--- src/tmab_pkg.sv ---
// Shared types, codes and field widths of the mesh adjacency builder.
`timescale 1ns / 1ps
package tmab_pkg;

    // Field widths of the channels and of the configuration register
    localparam int CMD_W  = 2;
    localparam int VERT_W = 7;
    localparam int SEL_W  = 2;
    localparam int POS_W  = 7;
    localparam int VAL_W  = 7;
    localparam int STAT_W = 2;
    localparam int CNT_W  = 8;

    // Width of the shared table address fields, wide enough for any legal mesh size
    localparam int IDX_W = 11;

    // Vertex count after reset
    localparam logic [VERT_W-1:0] VCOUNT_RST = 7'd64;

    typedef enum logic [CMD_W-1:0] {
        CMD_LOAD  = 2'd0,
        CMD_BUILD = 2'd1,
        CMD_READ  = 2'd2
    } t_cmd;

    typedef enum logic [STAT_W-1:0] {
        ST_OK    = 2'd0,
        ST_RANGE = 2'd1,
        ST_FULL  = 2'd2
    } t_status;

    typedef enum logic [SEL_W-1:0] {
        SEL_EDGE  = 2'd0,
        SEL_VFACE = 2'd1,
        SEL_OWNER = 2'd2,
        SEL_ADJ   = 2'd3
    } t_sel;

    typedef enum logic [3:0] {
        S_IDLE,
        S_LOAD,
        S_BFS,
        S_BO0,
        S_BO1,
        S_BO2,
        S_BW,
        S_RISS,
        S_RCAP,
        S_RESP
    } t_state;

    // Edge order of the load sequence
    typedef enum logic [2:0] {
        LS_AB,
        LS_BA,
        LS_BC,
        LS_CB,
        LS_CA,
        LS_AC
    } t_lstep;

    // One input beat
    typedef struct packed {
        logic [CMD_W-1:0]  command;
        logic [VERT_W-1:0] vert_a;
        logic [VERT_W-1:0] vert_b;
        logic [VERT_W-1:0] vert_c;
        logic [SEL_W-1:0]  table_select;
        logic [POS_W-1:0]  row_index;
        logic [POS_W-1:0]  col_index;
    } t_item;

    // One result beat
    typedef struct packed {
        logic [VAL_W-1:0]  value;
        logic [STAT_W-1:0] status;
        logic [CNT_W-1:0]  faces_loaded;
    } t_result;

    // Access request from the sequencer to the table unit
    typedef struct packed {
        logic             edge_we;
        logic             owner_we;
        logic             vf_we;
        logic             fs_we;
        logic             adj_we;
        logic             edge_re;
        logic             vf_re;
        logic             owner_re;
        logic             adj_re;
        logic             fs_re;
        logic [IDX_W-1:0] vrow;
        logic [IDX_W-1:0] vcol;
        logic [IDX_W-1:0] face;
        logic [IDX_W-1:0] fcol;
        logic [IDX_W-1:0] fs_a;
        logic [IDX_W-1:0] fs_b;
        logic [IDX_W-1:0] fs_c;
    } t_tab_cmd;

endpackage

--- src/tmab_seq.sv ---
// Command sequencer: decodes a beat and steps the table port through load, build and read.
`timescale 1ns / 1ps
module tmab_seq import tmab_pkg::*; #(
    parameter int MAX_VERTS = 64,
    parameter int MAX_FACES = 128
) (
    input  logic              i_clk,
    input  logic              i_rst_n,
    input  t_item             i_item,
    input  logic              i_valid,
    output logic              o_ready,
    input  logic [VERT_W-1:0] i_vcount,
    input  logic              i_busy,
    output t_tab_cmd          o_tab,
    input  logic [IDX_W-1:0]  i_fs_a,
    input  logic [IDX_W-1:0]  i_fs_b,
    input  logic [IDX_W-1:0]  i_fs_c,
    input  logic [IDX_W-1:0]  i_owner,
    input  logic              i_edge,
    input  logic              i_vf,
    input  logic              i_adj,
    output logic              o_res_valid,
    input  logic              i_res_ready,
    output t_result           o_res
);

    localparam int FCW = $clog2(MAX_FACES + 1);

    t_state           r_state, n_state;
    t_lstep           r_step, n_step;
    t_status          r_status, n_status;
    t_sel             r_sel, n_sel;
    logic [VAL_W-1:0] r_value, n_value;
    logic [IDX_W-1:0] r_a, n_a;
    logic [IDX_W-1:0] r_b, n_b;
    logic [IDX_W-1:0] r_c, n_c;
    logic [IDX_W-1:0] r_row, n_row;
    logic [IDX_W-1:0] r_col, n_col;
    logic [FCW-1:0]   r_face, n_face;
    logic [FCW-1:0]   r_count, n_count;

    logic             w_accept;
    logic [31:0]      w_lim;
    logic             w_verts_ok;
    logic [31:0]      w_rows;
    logic [31:0]      w_cols;
    t_sel             w_sel;

    assign o_ready  = (r_state == S_IDLE) && !i_busy;
    assign w_accept = i_valid && o_ready;
    assign w_sel    = t_sel'(i_item.table_select);

    // Vertex limit is the smaller of the register and the table size
    assign w_lim = (32'(i_vcount) > MAX_VERTS) ? MAX_VERTS : 32'(i_vcount);
    assign w_verts_ok = (i_item.vert_a != '0) && (32'(i_item.vert_a) <= w_lim)
                     && (i_item.vert_b != '0) && (32'(i_item.vert_b) <= w_lim)
                     && (i_item.vert_c != '0) && (32'(i_item.vert_c) <= w_lim);

    // Table dimensions for the read bound check
    assign w_rows = (w_sel == SEL_ADJ) ? MAX_FACES : MAX_VERTS;
    assign w_cols = (w_sel == SEL_VFACE || w_sel == SEL_ADJ) ? MAX_FACES : MAX_VERTS;

    // Next state, table requests and working registers
    always_comb begin
        n_state  = r_state;
        n_step   = r_step;
        n_status = r_status;
        n_sel    = r_sel;
        n_value  = r_value;
        n_a      = r_a;
        n_b      = r_b;
        n_c      = r_c;
        n_row    = r_row;
        n_col    = r_col;
        n_face   = r_face;
        n_count  = r_count;

        o_tab      = '0;
        o_tab.face = IDX_W'(r_count);
        o_tab.fs_a = r_a;
        o_tab.fs_b = r_b;
        o_tab.fs_c = r_c;

        o_res_valid = 1'b0;

        unique case (r_state)
            S_IDLE: begin
                if (w_accept) begin
                    n_value  = '0;
                    n_status = ST_OK;
                    case (t_cmd'(i_item.command))
                        CMD_LOAD: begin
                            if (!w_verts_ok) begin
                                n_status = ST_RANGE;
                                n_state  = S_RESP;
                            end else if (32'(r_count) >= MAX_FACES) begin
                                n_status = ST_FULL;
                                n_state  = S_RESP;
                            end else begin
                                n_a     = IDX_W'(i_item.vert_a) - IDX_W'(1);
                                n_b     = IDX_W'(i_item.vert_b) - IDX_W'(1);
                                n_c     = IDX_W'(i_item.vert_c) - IDX_W'(1);
                                n_step  = LS_AB;
                                n_state = S_LOAD;
                            end
                        end
                        CMD_BUILD: begin
                            n_face  = '0;
                            n_state = (r_count == '0) ? S_RESP : S_BFS;
                        end
                        CMD_READ: begin
                            if (32'(i_item.row_index) >= w_rows ||
                                32'(i_item.col_index) >= w_cols) begin
                                n_status = ST_RANGE;
                                n_state  = S_RESP;
                            end else begin
                                n_sel   = w_sel;
                                n_row   = IDX_W'(i_item.row_index);
                                n_col   = IDX_W'(i_item.col_index);
                                n_state = S_RISS;
                            end
                        end
                        default: begin
                            n_status = ST_RANGE;
                            n_state  = S_RESP;
                        end
                    endcase
                end
            end

            // Write the six directed edges, owner and membership on every other step
            S_LOAD: begin
                o_tab.edge_we = 1'b1;
                case (r_step)
                    LS_AB: begin
                        o_tab.vrow     = r_a;
                        o_tab.vcol     = r_b;
                        o_tab.owner_we = 1'b1;
                        o_tab.vf_we    = 1'b1;
                        o_tab.fs_we    = 1'b1;
                        n_step         = LS_BA;
                    end
                    LS_BA: begin
                        o_tab.vrow = r_b;
                        o_tab.vcol = r_a;
                        n_step     = LS_BC;
                    end
                    LS_BC: begin
                        o_tab.vrow     = r_b;
                        o_tab.vcol     = r_c;
                        o_tab.owner_we = 1'b1;
                        o_tab.vf_we    = 1'b1;
                        n_step         = LS_CB;
                    end
                    LS_CB: begin
                        o_tab.vrow = r_c;
                        o_tab.vcol = r_b;
                        n_step     = LS_CA;
                    end
                    LS_CA: begin
                        o_tab.vrow     = r_c;
                        o_tab.vcol     = r_a;
                        o_tab.owner_we = 1'b1;
                        o_tab.vf_we    = 1'b1;
                        n_step         = LS_AC;
                    end
                    default: begin
                        o_tab.vrow = r_a;
                        o_tab.vcol = r_c;
                        n_count    = r_count + FCW'(1);
                        n_state    = S_RESP;
                    end
                endcase
            end

            // Fetch the stored face
            S_BFS: begin
                o_tab.face  = IDX_W'(r_face);
                o_tab.fs_re = 1'b1;
                n_state     = S_BO0;
            end

            // Look up owner of b->a
            S_BO0: begin
                o_tab.vrow     = i_fs_b;
                o_tab.vcol     = i_fs_a;
                o_tab.owner_re = 1'b1;
                n_state        = S_BO1;
            end

            // Mark first neighbor, look up owner of c->b
            S_BO1: begin
                o_tab.face     = IDX_W'(r_face);
                o_tab.fcol     = i_owner;
                o_tab.adj_we   = 1'b1;
                o_tab.vrow     = i_fs_c;
                o_tab.vcol     = i_fs_b;
                o_tab.owner_re = 1'b1;
                n_state        = S_BO2;
            end

            // Mark second neighbor, look up owner of a->c
            S_BO2: begin
                o_tab.face     = IDX_W'(r_face);
                o_tab.fcol     = i_owner;
                o_tab.adj_we   = 1'b1;
                o_tab.vrow     = i_fs_a;
                o_tab.vcol     = i_fs_c;
                o_tab.owner_re = 1'b1;
                n_state        = S_BW;
            end

            // Mark third neighbor and advance to the next face, or finish after the last one
            S_BW: begin
                o_tab.face   = IDX_W'(r_face);
                o_tab.fcol   = i_owner;
                o_tab.adj_we = 1'b1;
                n_face       = r_face + FCW'(1);
                n_state      = (r_face == r_count - FCW'(1)) ? S_RESP : S_BFS;
            end

            // Issue the table read
            S_RISS: begin
                case (r_sel)
                    SEL_EDGE: begin
                        o_tab.vrow    = r_row;
                        o_tab.vcol    = r_col;
                        o_tab.edge_re = 1'b1;
                    end
                    SEL_VFACE: begin
                        o_tab.vrow  = r_row;
                        o_tab.face  = r_col;
                        o_tab.vf_re = 1'b1;
                    end
                    SEL_OWNER: begin
                        o_tab.vrow     = r_row;
                        o_tab.vcol     = r_col;
                        o_tab.owner_re = 1'b1;
                    end
                    default: begin
                        o_tab.face   = r_row;
                        o_tab.fcol   = r_col;
                        o_tab.adj_re = 1'b1;
                    end
                endcase
                n_state = S_RCAP;
            end

            // Capture the read data
            S_RCAP: begin
                case (r_sel)
                    SEL_EDGE:  n_value = VAL_W'(i_edge);
                    SEL_VFACE: n_value = VAL_W'(i_vf);
                    SEL_OWNER: n_value = i_owner[VAL_W-1:0];
                    default:   n_value = VAL_W'(i_adj);
                endcase
                n_state = S_RESP;
            end

            // Hand the result beat to the output register
            S_RESP: begin
                o_res_valid = 1'b1;
                if (i_res_ready) begin
                    n_state = S_IDLE;
                end
            end

            default: begin
                n_state = S_IDLE;
            end
        endcase
    end

    always_ff @(posedge i_clk) begin
        if (!i_rst_n) begin
            r_state <= S_IDLE;
            r_count <= '0;
        end else begin
            r_state <= n_state;
            r_count <= n_count;
        end
    end

    always_ff @(posedge i_clk) begin
        r_step   <= n_step;
        r_status <= n_status;
        r_sel    <= n_sel;
        r_value  <= n_value;
        r_a      <= n_a;
        r_b      <= n_b;
        r_c      <= n_c;
        r_row    <= n_row;
        r_col    <= n_col;
        r_face   <= n_face;
    end

    assign o_res.value        = r_value;
    assign o_res.status       = r_status;
    assign o_res.faces_loaded = CNT_W'(r_count);

endmodule
--- config.mk ---
export PLATFORM = sky130hd
export DESIGN_NAME = tmab_seq
export DESIGN_NICKNAME = d
export VERILOG_FILES = /design/src/tmab_pkg.sv /design/src/tmab_seq.sv
export SDC_FILE = /design/constraint.sdc
export NUM_CORES = 1
export LEC_CHECK = 0
export BUFFER_PORTS_ARGS = -buffer_cell sky130_fd_sc_hd__buf_4
export CORE_UTILIZATION = 40
export DETAILED_ROUTE_END_ITERATION = 16
export PLACE_DENSITY_LB_ADDON = 0.25
export REMOVE_ABC_BUFFERS = 1
export SLEW_MARGIN = 10
export SYNTH_ARGS = -nofsm -noshare
export SYNTH_HDL_FRONTEND = slang
export SYNTH_SLANG_ARGS = --single-unit
--- constraint.sdc ---
create_clock -name i_clk -period 7.7 [get_ports i_clk]
set_clock_uncertainty 0.1 [all_clocks]
set_input_delay 0.385 -clock i_clk [delete_from_list [all_inputs] [get_ports i_clk]]
set_output_delay 0.385 -clock i_clk [all_outputs]
set_load 0.005 [all_outputs]
==> reports/results.tsv <==
stage	metric	value	unit
outcome	status	finished, final reports clean	
yosys	async_reset_ff_share	0	%
yosys	ys_seq_area_share	36.63	%
finish	num_antenna_cells	0	
min_path	hp-start	i_item[8]	
min_path	hold_end	r_row[1]$_DFFE_PP_	
worst_setup_path	crit_path_max_fanout	20	
worst_setup_path	cp_data_arrival_time	3.20	ns
worst_setup_path	r2r_cells	4	
clock_tree	cts_resized	0	
sta	drv_slew	0	
yosys	syn_inst	625	
yosys	synth-edff-count	60	
floorplanning	dieArea	14410	um2
finish	final_common_cell	buf_4	
finish	fillerInstances	1189	
clock_tree	ctsLongestPathBuffers	2	
routing	drc	0	
clock_tree	cts_tree	done	
sta	tightest_slew	1.169	ns
sta	period_share	47.84	%
routing	drt_iter0_drc	631	
yosys	synth_top_area_cell	edfxtp_1	
routing	routed_wl	19140	um
yosys	yosys-top-cells-area	edfxtp_1 32%, ha_1 6.5%, nand2_1 5.0%, dfxtp_1 4.3%, xor2_1 3.8%	
run	drv_cap	0	
yosys	synth_cell_types	59	
routing	vias_per_cell	5.836	
finish	synthToLayoutAreaGrowth	32.97	%
power	ir_worst_vdd	0.1149	mV
clock_tree	clock-sinks	72	
worst_setup_path	cp-start-kind	flip-flop	
worst_setup_path	worstSetupPathType	reg2out	
finish	final_cell_mix	205 x buf_4, 74 x nand2_1, 60 x edfxtp_1	
floorplanning	start_util	41.60	%
sta	hold_viol	0	
worst_setup_path	worst_ep_required_time	7.21	ns
global_route	grt_first_pass_wirelength	28590	um
sta	finalCriticalPeriod	3.684	ns
finish	layout.cells.non_filler	972	
floorplanning	std_cell_rows	42	
sta	tns	0	ns
routing	vias	5673	
placement	dp_cells	956	
yosys	synth_seq_cells	72	
yosys	synth_flop_cell	edfxtp_1	
global_route	track_usage	26.06	%
clock_tree	cts-root-buf	clkbuf_16	
placement	placed_area	7093	um2
worst_setup_path	endpoint_kind	output pin	
yosys	netlist_area	5574	um2
worst_setup_path	r2r-start	r_state[2]$_SDFFE_PN0P_	
routing	drt_pass1_iterations	6	
finish	final_area	7412	um2
min_path	min_path_type	in2reg	
global_route	antenna_found_initial	0	
clock_tree	insertion_delay	0.34	ns
clock_tree	post_cts_buffers	0	
clock_tree	cts_hold_repair.buffers	0	
placement	hpwl	15150	um
clock_tree	cts_buffers	9	
routing	ant_nets	0	
placement	port_buffers	200	
sta	slew_headroom	21.22	%
sta	rsz0062_at_grt	false	
placement	gp_congestion	0.9036	
yosys	synth_top_cell_area_share	32.32	%
clock_tree	path_clk_slew	0.06	ns
finish	finish.utilization	55.31	%
clock_tree	h-tree-depth	3	
yosys	avgSynthCellArea	8.919	um2
finish	finalNetCount	918	
global_route	grt_max_degree	37	
floorplanning	die_w	120.0	um
floorplanning	coreArea	13400	um2
sta	setup_viol	0	
finish	drive_gt1_share	28.64	%
worst_setup_path	r2r-end	r_face[6]$_SDFFCE_PN0P_	
power	power_leakage	3.192	nW
worst_setup_path	r2r_slack	4.80	ns
global_route	grt.overflow.total	0	
floorplanning	die-height	120.0	um
global_route	grt_pass1_vias	5254	
routing	routedWlPerCell	19.69	um
sta	max_freq	271.5	MHz
yosys	synth_warnings	0	
min_path	hold_depth	1	
floorplanning	io_pins	204	
power	power_density	204.5	nW/um2
synth_stat cells (all sizes together), types with 9 or more instances:
| master | instances |
|---|---|
| xor2 | 24 |
| nand2 | 74 |
| nand2b | 11 |
| clkbuf | 30 |
| a22oi | 16 |
| a222oi | 19 |
| inv | 20 |
| o21ai | 32 |
| mux2i | 17 |
| and3 | 9 |
| edfxtp | 60 |
| nand4 | 14 |
| o22ai | 11 |
| a22o | 15 |
| a21oi | 27 |
| nor3 | 18 |
| ha | 29 |
| nor2 | 40 |
| buf | 22 |
| and2 | 13 |
| nand3 | 29 |
| xnor2 | 15 |
| dfxtp | 12 |
per-stage QoR:
stage	hold slack [ns]	total power (W)	setup WS, ns
4_1_cts	0.1118	0.001512	4.155
2_1_floorplan	0.3839	0.0008022	3.017
6_report	0.1208	0.001516	4.016
3_5_place_dp	0.4646	0.001059	4.460
5_1_grt	0.1085	0.001589	3.791
3_3_place_gp	0.4645	0.001047	4.520
worst max-delay path by stage:
stage	start	end	slack [ns]	cells after the start
2_1_floorplan	i_vcount[6]	r_step[0]$_SDFFCE_PN0P_	3.02	9
3_3_place_gp	i_vcount[6]	r_step[0]$_SDFFCE_PN0P_	4.52	11
3_5_place_dp	i_vcount[6]	r_step[0]$_SDFFCE_PN0P_	4.46	11
4_1_cts	r_step[2]$_SDFFCE_PN0P_	o_tab[71]	4.16	6
5_1_grt	r_state[0]$_SDFFE_PN0P_	o_tab[70]	3.79	8
6_report	r_step[2]$_SDFFCE_PN0P_	o_tab[71]	4.02	6
power by group:
part | total (W) | internal, W | switching, W
Combinational | 0.000546 | 0.000250 | 0.000296
Sequential | 0.000516 | 0.000459 | 0.0000577
Clock | 0.000453 | 0.000284 | 0.000169
layout make-up:
| type | instances | area (um2) | share of cell area, % |
|---|---|---|---|
| Inverter | 20 | 75.07 | 1.013 |
| Multi-Input combinational cell | 483 | 3217 | 43.40 |
| Tap cell | 176 | 220.2 | 2.971 |
| Sequential cell | 72 | 2042 | 27.55 |
| Clock inverter | 7 | 93.84 | 1.266 |
| Timing Repair Buffer | 205 | 1539 | 20.76 |
| Clock buffer | 9 | 225.2 | 3.038 |
cell families (layout without fill, tap and decap cells):
group | count (synthesis) | count (layout) | share of synthesized area (%)
simple gates | 239 | 239 | 21.37
compound gates | 155 | 155 | 19.84
flops | 72 | 72 | 36.63
buf+inv | 72 | 241 | 5.993
xor+xnor | 39 | 39 | 6.128
fa+ha+maj | 29 | 29 | 6.510
mux | 18 | 18 | 3.457
other cells | 1 | 3 | 0.06728
worst max-delay path, cell delays in order, from the launching register on:
cell,delay [ns]
edfxtp_1,0.60
inv_1,0.39
nor3_1,0.79
a21oi_1,0.37
o21ai_0,0.40
nand3_1,0.14
buf_4,0.16
state kept, by name (all words and copies together), names as in the netlist:
name / count
r_value: 7
r_status: 2
r_sel: 2
r_a: 8
r_state: 4
r_c: 8
r_b: 8
r_col: 7
r_face: 8
r_step: 3
r_row: 7
r_count: 8
per-layer routing:
metal  vias to the layer above  wire, um  global-route usage [%]
met3                        20      1438                   3.517
met4                         0       297                   9.219
met2                       248      9379                   44.00
met5                         -         0                       0
li1                       2686         -                       -
met1                      2719      8021                   33.90
(Power assumes the default switching activity.)
